===== src/hw/rtl/c128c_pkg.sv =====
package c128c_pkg;

  localparam int unsigned PATTERN_COUNT = 107;
  localparam int unsigned CHECK_MOD = 103;
  localparam logic [6:0] START_C = 7'd105;
  localparam logic [6:0] STOP_CODE = 7'd106;
  localparam logic [6:0] START_CHECK = 7'(105 % CHECK_MOD);
  localparam logic [6:0] LAST_WEIGHT = 7'(CHECK_MOD - 1);
  localparam logic [6:0] CHECK_MOD_W = 7'(CHECK_MOD);

  // floor(x / 103) == (x * RECIP_MUL) >> RECIP_SHIFT for every x below 2**14
  localparam int unsigned RECIP_SHIFT = 21;
  localparam logic [14:0] RECIP_MUL = 15'(((1 << RECIP_SHIFT) + CHECK_MOD - 1) / CHECK_MOD);

  // one state word: message flag, running check value, position weight
  localparam int unsigned STATE_W = 15;

  typedef struct packed {
    logic       in_message;
    logic [6:0] check_sum;
    logic [6:0] position_weight;
  } state_t;

  // one character sequence handed from the check pipeline to the emitter
  typedef struct packed {
    logic       has_start;
    logic [6:0] value;
    logic       last;
    logic [6:0] check;
  } job_t;

  typedef enum logic [1:0] {
    PH_START,
    PH_DATA,
    PH_CHECK,
    PH_STOP
  } phase_t;

  // element widths one hex digit each, first element in the top digit;
  // six-element characters carry a zero in the seventh place
  localparam logic [27:0] PATTERN_TABLE [PATTERN_COUNT] = '{
    28'h2122220, 28'h2221220, 28'h2222210, 28'h1212230, 28'h1213220, 28'h1312220,
    28'h1222130, 28'h1223120, 28'h1322120, 28'h2212130, 28'h2213120, 28'h2312120,
    28'h1122320, 28'h1221320, 28'h1222310, 28'h1132220, 28'h1231220, 28'h1232210,
    28'h2232110, 28'h2211320, 28'h2212310, 28'h2132120, 28'h2231120, 28'h3121310,
    28'h3112220, 28'h3211220, 28'h3212210, 28'h3122120, 28'h3221120, 28'h3222110,
    28'h2121230, 28'h2123210, 28'h2321210, 28'h1113230, 28'h1311230, 28'h1313210,
    28'h1123130, 28'h1321130, 28'h1323110, 28'h2113130, 28'h2311130, 28'h2313110,
    28'h1121330, 28'h1123310, 28'h1321310, 28'h1131230, 28'h1133210, 28'h1331210,
    28'h3131210, 28'h2113310, 28'h2311310, 28'h2131130, 28'h2133110, 28'h2131310,
    28'h3111230, 28'h3113210, 28'h3311210, 28'h3121130, 28'h3123110, 28'h3321110,
    28'h3141110, 28'h2214110, 28'h4311110, 28'h1112240, 28'h1114220, 28'h1211240,
    28'h1214210, 28'h1411220, 28'h1412210, 28'h1122140, 28'h1124120, 28'h1221140,
    28'h1224110, 28'h1421120, 28'h1422110, 28'h2412110, 28'h2211140, 28'h4131110,
    28'h2411120, 28'h1341110, 28'h1112420, 28'h1211420, 28'h1212410, 28'h1142120,
    28'h1241120, 28'h1242110, 28'h4112120, 28'h4211120, 28'h4212110, 28'h2121410,
    28'h2141210, 28'h4121210, 28'h1111430, 28'h1113410, 28'h1311410, 28'h1141130,
    28'h1143110, 28'h4111130, 28'h4113110, 28'h1131410, 28'h1141310, 28'h3111410,
    28'h4111310, 28'h2114120, 28'h2112140, 28'h2112320, 28'h2331112
  };

  function automatic logic [27:0] pattern_of(input logic [6:0] code);
    logic [27:0] pat;
    pat = '0;
    if (code <= 7'(PATTERN_COUNT - 1)) begin
      pat = PATTERN_TABLE[code];
    end
    return pat;
  endfunction

endpackage


===== src/hw/rtl/code128_set_c_encoder_unit.sv =====
// path: a pair accepted while the emitter is idle passes the three check stages,
//   the emitter's request register, then the output register, before its first
//   element shows on the output
// throughput: one element per cycle while a request is held and out_stall is low;
//   a pair sends start (new message), data, then check and stop (last pair)
// reset: synchronous, active high; clears all valid bits, marks the state word
//   unwritten so the next pair opens a message, and sets module width to 1
module code128_set_c_encoder_unit (
  input  logic       clk,
  input  logic       rst,
  // configuration: module width in pixels
  input  logic       cfg_valid,
  output logic       cfg_ready,
  input  logic [7:0] cfg_data,
  // digit pair requests
  input  logic       in_valid,
  output logic       in_stall,
  input  logic [3:0] tens_digit,
  input  logic [3:0] units_digit,
  input  logic       last_pair,
  // element requests
  output logic       out_valid,
  input  logic       out_stall,
  output logic [9:0] run_width,
  output logic [2:0] module_count,
  output logic       is_bar,
  output logic       end_of_code,
  output logic       end_of_run
);

  logic [7:0]      module_width;
  logic            job_valid;
  logic            job_ready;
  c128c_pkg::job_t job;

  // register writes are always taken
  assign cfg_ready = 1'b1;

  always_ff @(posedge clk) begin
    if (rst) begin
      module_width <= 8'd1;
    end else if (cfg_valid & cfg_ready) begin
      module_width <= cfg_data;
    end
  end

  // check pipeline: reads the state word, folds in the pair value times its
  // weight modulo 103, writes the word back and hands over the characters
  c128c_check u_check (
    .clk         (clk),
    .rst         (rst),
    .in_valid    (in_valid),
    .in_stall    (in_stall),
    .tens_digit  (tens_digit),
    .units_digit (units_digit),
    .last_pair   (last_pair),
    .job_valid   (job_valid),
    .job_ready   (job_ready),
    .job         (job)
  );

  // emitter: start, data, check and stop characters, one element per cycle while
  // out_stall is low; it takes the next request from the check pipeline while the
  // last element of the current one leaves
  c128c_emit u_emit (
    .clk          (clk),
    .rst          (rst),
    .module_width (module_width),
    .job_in_valid (job_valid),
    .job_ready    (job_ready),
    .job_in       (job),
    .out_valid    (out_valid),
    .out_stall    (out_stall),
    .run_width    (run_width),
    .module_count (module_count),
    .is_bar       (is_bar),
    .end_of_code  (end_of_code),
    .end_of_run   (end_of_run)
  );

endmodule


===== src/hw/rtl/c128c_ram.sv =====
module c128c_ram #(
  parameter int unsigned WIDTH = 8,
  parameter int unsigned DEPTH = 2,
  localparam int unsigned AW = (DEPTH > 1) ? $clog2(DEPTH) : 1
) (
  input  logic             clk,
  input  logic             we,
  input  logic [AW-1:0]    waddr,
  input  logic [WIDTH-1:0] wdata,
  input  logic             re,
  input  logic [AW-1:0]    raddr,
  output logic [WIDTH-1:0] rdata
);

  logic [WIDTH-1:0] mem [DEPTH];

  always_ff @(posedge clk) begin
    if (we) begin
      mem[waddr] <= wdata;
    end
    if (re) begin
      rdata <= mem[raddr];
    end
  end

endmodule


===== src/hw/rtl/c128c_check.sv =====
module c128c_check (
  input  logic              clk,
  input  logic              rst,
  input  logic              in_valid,
  output logic              in_stall,
  input  logic [3:0]        tens_digit,
  input  logic [3:0]        units_digit,
  input  logic              last_pair,
  output logic              job_valid,
  input  logic              job_ready,
  output c128c_pkg::job_t   job
);

  localparam int unsigned SW = c128c_pkg::STATE_W;

  logic                s1_valid;
  logic                s2_valid;
  logic                s3_valid;
  logic                accept;
  logic                state_valid;
  logic [SW-1:0]       rd_word;
  c128c_pkg::state_t   rd_state;
  c128c_pkg::state_t   wr_state;

  logic [3:0]  s1_tens;
  logic [3:0]  s1_units;
  logic        s1_last;
  logic [3:0]  tens_sat;
  logic [3:0]  units_sat;
  logic [6:0]  value;
  logic        in_msg;
  logic [6:0]  cs_base;
  logic [6:0]  pw_base;
  logic [13:0] product;

  logic        s2_has_start;
  logic [6:0]  s2_value;
  logic        s2_last;
  logic [6:0]  s2_cs;
  logic [6:0]  s2_pw;
  logic [13:0] s2_prod;
  logic [13:0] sum;
  logic [28:0] recip;

  logic        s3_has_start;
  logic [6:0]  s3_value;
  logic        s3_last;
  logic [6:0]  s3_pw;
  logic [13:0] s3_sum;
  logic [6:0]  s3_quot;
  logic [13:0] rem_full;
  logic [6:0]  check;
  logic [6:0]  pw_next;
  logic        retire;

  // one pair in flight between the state read and its write back
  assign in_stall = s1_valid | s2_valid | s3_valid;
  assign accept   = in_valid & ~in_stall;
  assign retire   = s3_valid & job_ready;

  c128c_ram #(
    .WIDTH (SW),
    .DEPTH (1)
  ) u_state_ram (
    .clk   (clk),
    .we    (retire),
    .waddr (1'b0),
    .wdata (wr_state),
    .re    (accept),
    .raddr (1'b0),
    .rdata (rd_word)
  );

  assign rd_state = rd_word;

  // stage 1: state word arrives, digit pair becomes a value and a product
  always_comb begin
    tens_sat  = (s1_tens > 4'd9) ? 4'd9 : s1_tens;
    units_sat = (s1_units > 4'd9) ? 4'd9 : s1_units;
    value     = 7'({tens_sat, 3'b000}) + 7'({tens_sat, 1'b0}) + 7'(units_sat);
    in_msg    = state_valid & rd_state.in_message;
    cs_base   = in_msg ? rd_state.check_sum : c128c_pkg::START_CHECK;
    pw_base   = in_msg ? rd_state.position_weight : 7'd1;
    product   = 14'(value) * 14'(pw_base);
  end

  // stage 2: running sum and quotient estimate by reciprocal
  always_comb begin
    sum   = 14'(s2_cs) + s2_prod;
    recip = 29'(sum) * 29'(c128c_pkg::RECIP_MUL);
  end

  // stage 3: remainder, next weight, write back
  always_comb begin
    rem_full = s3_sum - 14'(s3_quot) * 14'(c128c_pkg::CHECK_MOD_W);
    check    = rem_full[6:0];
    pw_next  = (s3_pw == c128c_pkg::LAST_WEIGHT) ? 7'd0 : s3_pw + 7'd1;
    wr_state.in_message      = ~s3_last;
    wr_state.check_sum       = check;
    wr_state.position_weight = pw_next;
    job.has_start = s3_has_start;
    job.value     = s3_value;
    job.last      = s3_last;
    job.check     = check;
  end

  assign job_valid = s3_valid;

  always_ff @(posedge clk) begin
    if (rst) begin
      s1_valid    <= 1'b0;
      s2_valid    <= 1'b0;
      s3_valid    <= 1'b0;
      state_valid <= 1'b0;
    end else begin
      s1_valid <= accept;
      s2_valid <= s1_valid;
      if (s2_valid) begin
        s3_valid <= 1'b1;
      end else if (retire) begin
        s3_valid <= 1'b0;
      end
      if (retire) begin
        state_valid <= 1'b1;
      end
    end
  end

  always_ff @(posedge clk) begin
    if (accept) begin
      s1_tens  <= tens_digit;
      s1_units <= units_digit;
      s1_last  <= last_pair;
    end
    if (s1_valid) begin
      s2_has_start <= ~in_msg;
      s2_value     <= value;
      s2_last      <= s1_last;
      s2_cs        <= cs_base;
      s2_pw        <= pw_base;
      s2_prod      <= product;
    end
    if (s2_valid) begin
      s3_has_start <= s2_has_start;
      s3_value     <= s2_value;
      s3_last      <= s2_last;
      s3_pw        <= s2_pw;
      s3_sum       <= sum;
      s3_quot      <= recip[c128c_pkg::RECIP_SHIFT +: 7];
    end
  end

endmodule


===== src/hw/rtl/c128c_emit.sv =====
module c128c_emit (
  input  logic              clk,
  input  logic              rst,
  input  logic [7:0]        module_width,
  input  logic              job_in_valid,
  output logic              job_ready,
  input  c128c_pkg::job_t   job_in,
  output logic              out_valid,
  input  logic              out_stall,
  output logic [9:0]        run_width,
  output logic [2:0]        module_count,
  output logic              is_bar,
  output logic              end_of_code,
  output logic              end_of_run
);

  c128c_pkg::job_t   job;
  logic              job_valid;
  logic              job_valid_next;
  c128c_pkg::phase_t phase;
  c128c_pkg::phase_t phase_next;
  logic [2:0]        elem;
  logic [2:0]        elem_next;

  logic [6:0]  code_sel;
  logic [27:0] pat;
  logic [27:0] pat_shift;
  logic [2:0]  digit;
  logic [10:0] width_full;
  logic        last_elem;
  logic        emit;
  logic        finish;
  logic        load;

  always_comb begin
    unique case (phase)
      c128c_pkg::PH_START: code_sel = c128c_pkg::START_C;
      c128c_pkg::PH_DATA:  code_sel = job.value;
      c128c_pkg::PH_CHECK: code_sel = job.check;
      c128c_pkg::PH_STOP:  code_sel = c128c_pkg::STOP_CODE;
      default:             code_sel = c128c_pkg::STOP_CODE;
    endcase
    pat        = c128c_pkg::pattern_of(code_sel);
    pat_shift  = pat << {elem, 2'b00};
    digit      = pat_shift[26:24];
    width_full = 11'(digit) * 11'(module_width);
    last_elem  = (phase == c128c_pkg::PH_STOP) ? (elem == 3'd6) : (elem == 3'd5);
    emit       = job_valid & (~out_valid | ~out_stall);
    finish     = emit & last_elem &
                 ((phase == c128c_pkg::PH_STOP) | ((phase == c128c_pkg::PH_DATA) & ~job.last));
    job_ready  = ~job_valid | finish;
    load       = job_ready & job_in_valid;

    phase_next     = phase;
    elem_next      = elem;
    job_valid_next = job_valid;
    if (emit) begin
      if (last_elem) begin
        elem_next = 3'd0;
        unique case (phase)
          c128c_pkg::PH_START: phase_next = c128c_pkg::PH_DATA;
          c128c_pkg::PH_DATA:  phase_next = job.last ? c128c_pkg::PH_CHECK : phase;
          c128c_pkg::PH_CHECK: phase_next = c128c_pkg::PH_STOP;
          c128c_pkg::PH_STOP:  phase_next = phase;
          default:             phase_next = phase;
        endcase
      end else begin
        elem_next = elem + 3'd1;
      end
    end
    if (finish) begin
      job_valid_next = 1'b0;
    end
    if (load) begin
      job_valid_next = 1'b1;
      phase_next     = job_in.has_start ? c128c_pkg::PH_START : c128c_pkg::PH_DATA;
      elem_next      = 3'd0;
    end
  end

  always_ff @(posedge clk) begin
    if (rst) begin
      job_valid <= 1'b0;
      phase     <= c128c_pkg::PH_START;
      elem      <= 3'd0;
      out_valid <= 1'b0;
    end else begin
      job_valid <= job_valid_next;
      phase     <= phase_next;
      elem      <= elem_next;
      if (~out_valid | ~out_stall) begin
        out_valid <= emit;
      end
    end
  end

  always_ff @(posedge clk) begin
    if (load) begin
      job <= job_in;
    end
    if (emit) begin
      run_width    <= width_full[9:0];
      module_count <= digit;
      is_bar       <= ~elem[0];
      end_of_code  <= (phase == c128c_pkg::PH_STOP) & last_elem;
      end_of_run   <= finish;
    end
  end

endmodule

===== config.mk =====
export PLATFORM = sky130hd
export DESIGN_NAME = code128_set_c_encoder_unit
export DESIGN_NICKNAME = d
export VERILOG_FILES = /design/src/hw/rtl/c128c_pkg.sv /design/src/hw/rtl/code128_set_c_encoder_unit.sv /design/src/hw/rtl/c128c_ram.sv /design/src/hw/rtl/c128c_check.sv /design/src/hw/rtl/c128c_emit.sv
export SDC_FILE = /design/constraint.sdc
export NUM_CORES = 1
export LEC_CHECK = 0
export ABC_AREA = 1
export BUFFER_PORTS_ARGS = -buffer_cell sky130_fd_sc_hd__buf_2
export CORE_MARGIN = 2
export CORE_UTILIZATION = 52
export DETAILED_ROUTE_END_ITERATION = 12
export PLACE_DENSITY = 0.76
export SETUP_SLACK_MARGIN = 0.5
export SLEW_MARGIN = 20
export SYNTH_ARGS = -nofsm -noshare
export SYNTH_HDL_FRONTEND = slang
export SYNTH_SLANG_ARGS = --single-unit
export TNS_END_PERCENT = 20

===== constraint.sdc =====
create_clock -name clk -period 18.4 [get_ports clk]
set_input_delay 0.92 -clock clk [delete_from_list [all_inputs] [get_ports clk]]
set_output_delay 0.92 -clock clk [all_outputs]
set_load 0.05 [all_outputs]

==> impl_metrics.ini <==
[status]
status = finished clean

[synthesis]
synth_top_cell_area_share_pct = 27.90
yosysSeqAreaShare_pct = 30.62
syn_inst = 1625
synthesis.area_um2 = 13990
yosys-top-cells-count = nand2_1 (307), inv_1 (296), ha_1 (183), nor2_1 (132), edfxtp_1 (130)
synth_flop_cell = edfxtp_1
synth_edf_count = 130
synth_warnings = 0
syn_nets = 1925
syn_avg_cell_area_um2 = 8.610
yosysUniqueCellTypes = 48
async_flop_share_pct = 0
synthTopCellsByArea = edfxtp_1 (28%), ha_1 (16%), fa_1 (14%)
yosysTopAreaCell = edfxtp_1
ys_ff_latch = 149
yosysMostFrequentCell = nand2_1

[floorplan]
core.rowCount = 60
fp.dieArea_um2 = 28230
die_h_um = 168.0
start_util_pct = 52.50
fp.dieW_um = 168.0
io_pins = 41
core-area_um2 = 26650

[global_routing]
grt_max_degree = 51
antenna_found_initial = 0
grtUsageMet2_pct = 41.45
track_usage_pct = 24.27
grt_pass1_vias = 11191
busiest_layer = met2
grt_util_met1_pct = 30.87
grtUsageMet3_pct = 3.526
grt_pass1_wl_um = 54930
grt_overflow = 0

[min_path]
holdPathEnd = u_check.s3_value[6]$_DFFE_PP_
hold_path_depth = 0
min-delay-start = u_check.s2_value[6]$_DFFE_PP_
hold_path.class = flop to flop

[cells_and_area]
multi_input_area_um2 = 8394
area.growth.synth_to_final_pct = 7.619
nets = 1959
drive_gt1_share_pct = 6.400
antenna_cells = 0
regArea_um2 = 4284
fill_cells = 2298

[critical_path]
cp.required_ns = 18.55
r2r-start = u_check.s2_cs[0]$_SDFFCE_PN0P_
worstPathArrival_ns = 7.69
ff2ff_setup_slack_ns = 10.86
r2r_end = u_check.s3_quot[3]$_DFFE_PP_
rr_worst_depth = 27
path_max_fanout = 7
endpoint_kind = flop
start_kind = flop
setup.worst_path.class = flop to flop

[cts]
worstSkewPairLatency_ns = 0.43
cts.clk_slew.worst_paths_ns = 0.07
cts_max_level = 4
cts_resized = 0
cts_setup_buffers = 0
cts_buffers = 17
cts_max_path_buffers = 2
ctsHoldBuffers = 0
cts_tree = built
cts.sinks = 149
cts_root_buf = clkbuf_16

[place]
place_congestion = 0.9604
portBuffers = 39
dp_hpwl_um = 25470
post-place-ws_ns = 10.93

[timing]
setup-tns-final_ns = 0
period_minus_slack_ns = 7.542
fmax_ghz = 0.1326
slew_headroom_pct = 29.54
finalHoldViolations = 0
slew_viol_final = 0
finalCritPeriodShare_pct = 40.99
worst_pin_slew_ns = 1.053
skew_ns = 0.01674
worst_slack_ns = 10.86
grt_setup_unrepaired = false
setup_viol = 0

[power]
vdd_drop_max_v = 0.0001688
p_leak_nw = 7.548
power_mw = 2.460
power.density_nw_per_um2 = 163.4

[detailed_routing]
drtIter0Drc = 973
drtAntennaViolNets = 0
via_per_inst = 5.531
drt_wl_total_um = 33140
wl_per_cell_um = 16.46
drt-pass1-iter-count = 5
drc = 0
vias = 11134

[flow_run]
drv_cap = 0
==> flip-flops by register name (all words and copies together), names as in the netlist, 4 cells and up <==
register / count
u_check.u_state_ram.rdata: 15
u_check.s2_prod: 14
u_emit.job: 14
u_emit.run_width: 10
u_check.u_state_ram.mem: 9
module_width: 8
u_check.s2_cs: 7
u_check.s2_pw: 7
u_check.s2_value: 7
u_check.s3_pw: 7
u_check.s3_quot: 7
u_check.s3_sum: 7
u_check.s3_value: 7
u_check.s1_tens: 4
u_check.s1_units: 4
==> cell type report <==
class	instances	share of cell area, %
inverters	306	7.628
well taps	341	2.834
flip-flops and latches	149	28.45
repair buffers	44	1.546
multi-input cells	1141	55.75
clock inverters	15	0.9639
clock buffers	17	2.825
==> layer usage <==
metal | up-vias | routed length [um] | share of wire (%)
li1 | 5370 | - | -
met1 | 5254 | 13720 | 41
met2 | 415 | 16290 | 49
met3 | 95 | 1922 | 5.8
met4 | 0 | 1195 | 3.6
met5 | - | 0 | 0
==> power by group <==
group,total [mW],internal [mW],switching [mW]
Sequential,0.439,0.428,0.0112
Combinational,1.68,0.644,1.03
Clock,0.345,0.190,0.154
Total,2.46,1.26,1.20
==> worst max path at each step <==
| stage | slack [ns] | cells after the start | from | to |
|---|---|---|---|---|
| CTS | 10.87 | 26 | u_check.s2_cs[0]$_SDFFCE_PN0P_ | u_check.s3_quot[3]$_DFFE_PP_ |
| global route | 10.27 | 29 | u_check.s2_cs[0]$_SDFFCE_PN0P_ | u_check.s3_quot[5]$_DFFE_PP_ |
| finish | 10.86 | 27 | u_check.s2_cs[0]$_SDFFCE_PN0P_ | u_check.s3_quot[3]$_DFFE_PP_ |
| global placement | 11.26 | 28 | u_check.s2_prod[0]$_DFFE_PP_ | u_check.s3_quot[6]$_DFFE_PP_ |
| detailed placement | 10.93 | 27 | u_check.s2_cs[0]$_SDFFCE_PN0P_ | u_check.s3_quot[3]$_DFFE_PP_ |
| floorplan | 11.72 | 28 | u_check.s2_prod[0]$_DFFE_PP_ | u_check.s3_quot[3]$_DFFE_PP_ |
==> critical path, cell delays in order (launching register included) <==
cell and delay, ns:
edfxtp_1 0.35, ha_1 0.18, inv_1 0.07, fa_1 0.46
o21ai_0 0.31, a21oi_1 0.14, o21ai_0 0.31, nand2_1 0.12
nand2_1 0.08, nand3_1 0.10, nor3_1 0.19, xor2_1 0.58
inv_1 0.18, fa_1 0.41, inv_1 0.17, fa_1 0.42
inv_1 0.09, fa_1 0.41, fa_1 0.54, inv_1 0.04
ha_1 0.29, ha_1 0.30, ha_1 0.41, nand2_1 0.13
nor2_1 0.20, nand4_1 0.16, o311ai_0 0.48, xor2_1 0.14
==> cells in the final DEF (no fill, tap or decap), drive strengths merged, types with 3 or more instances in the layout <==
| master | synthesis | layout |
|---|---|---|
| ha | 183 | 183 |
| fa | 95 | 95 |
| a21boi | 3 | 3 |
| a21o | 4 | 4 |
| o211ai | 5 | 5 |
| o31ai | 5 | 5 |
| inv | 304 | 312 |
| or2 | 4 | 4 |
| xnor2 | 20 | 20 |
| a31oi | 7 | 7 |
| dfxtp | 19 | 19 |
| nand3 | 124 | 124 |
| nor4 | 4 | 4 |
| edfxtp | 130 | 130 |
| xor2 | 37 | 37 |
| nand2 | 317 | 317 |
| buf | 23 | 44 |
| nand4 | 15 | 15 |
| nor2 | 136 | 136 |
| nor3 | 13 | 13 |
| clkinv | 2 | 7 |
| o21bai | 6 | 6 |
| clkbuf | 6 | 17 |
| a21oi | 86 | 86 |
| o21ai | 64 | 64 |
==> through the flow <==
step	utilization [%]	hold slack [ns]	instance area [um2]	cells
detailed placement	54.36	0.4045	14490	1981
floorplan	-	0.4003	13990	1625
finish	56.50	0.4195	15060	2013
CTS	56.50	0.4196	15060	2013
global route	56.50	0.4225	15060	2013
global placement	54.36	0.4014	14490	1981
==> kinds of logic after synthesis <==
kind of cell    synth area share (%)
simple gates                   18.83
xor+xnor                       3.568
fa+ha+maj                      29.96
other cells                  0.02680
compound gates                 7.593
flops                          30.62
buf+inv                        9.399
(Power assumes the default switching activity.)
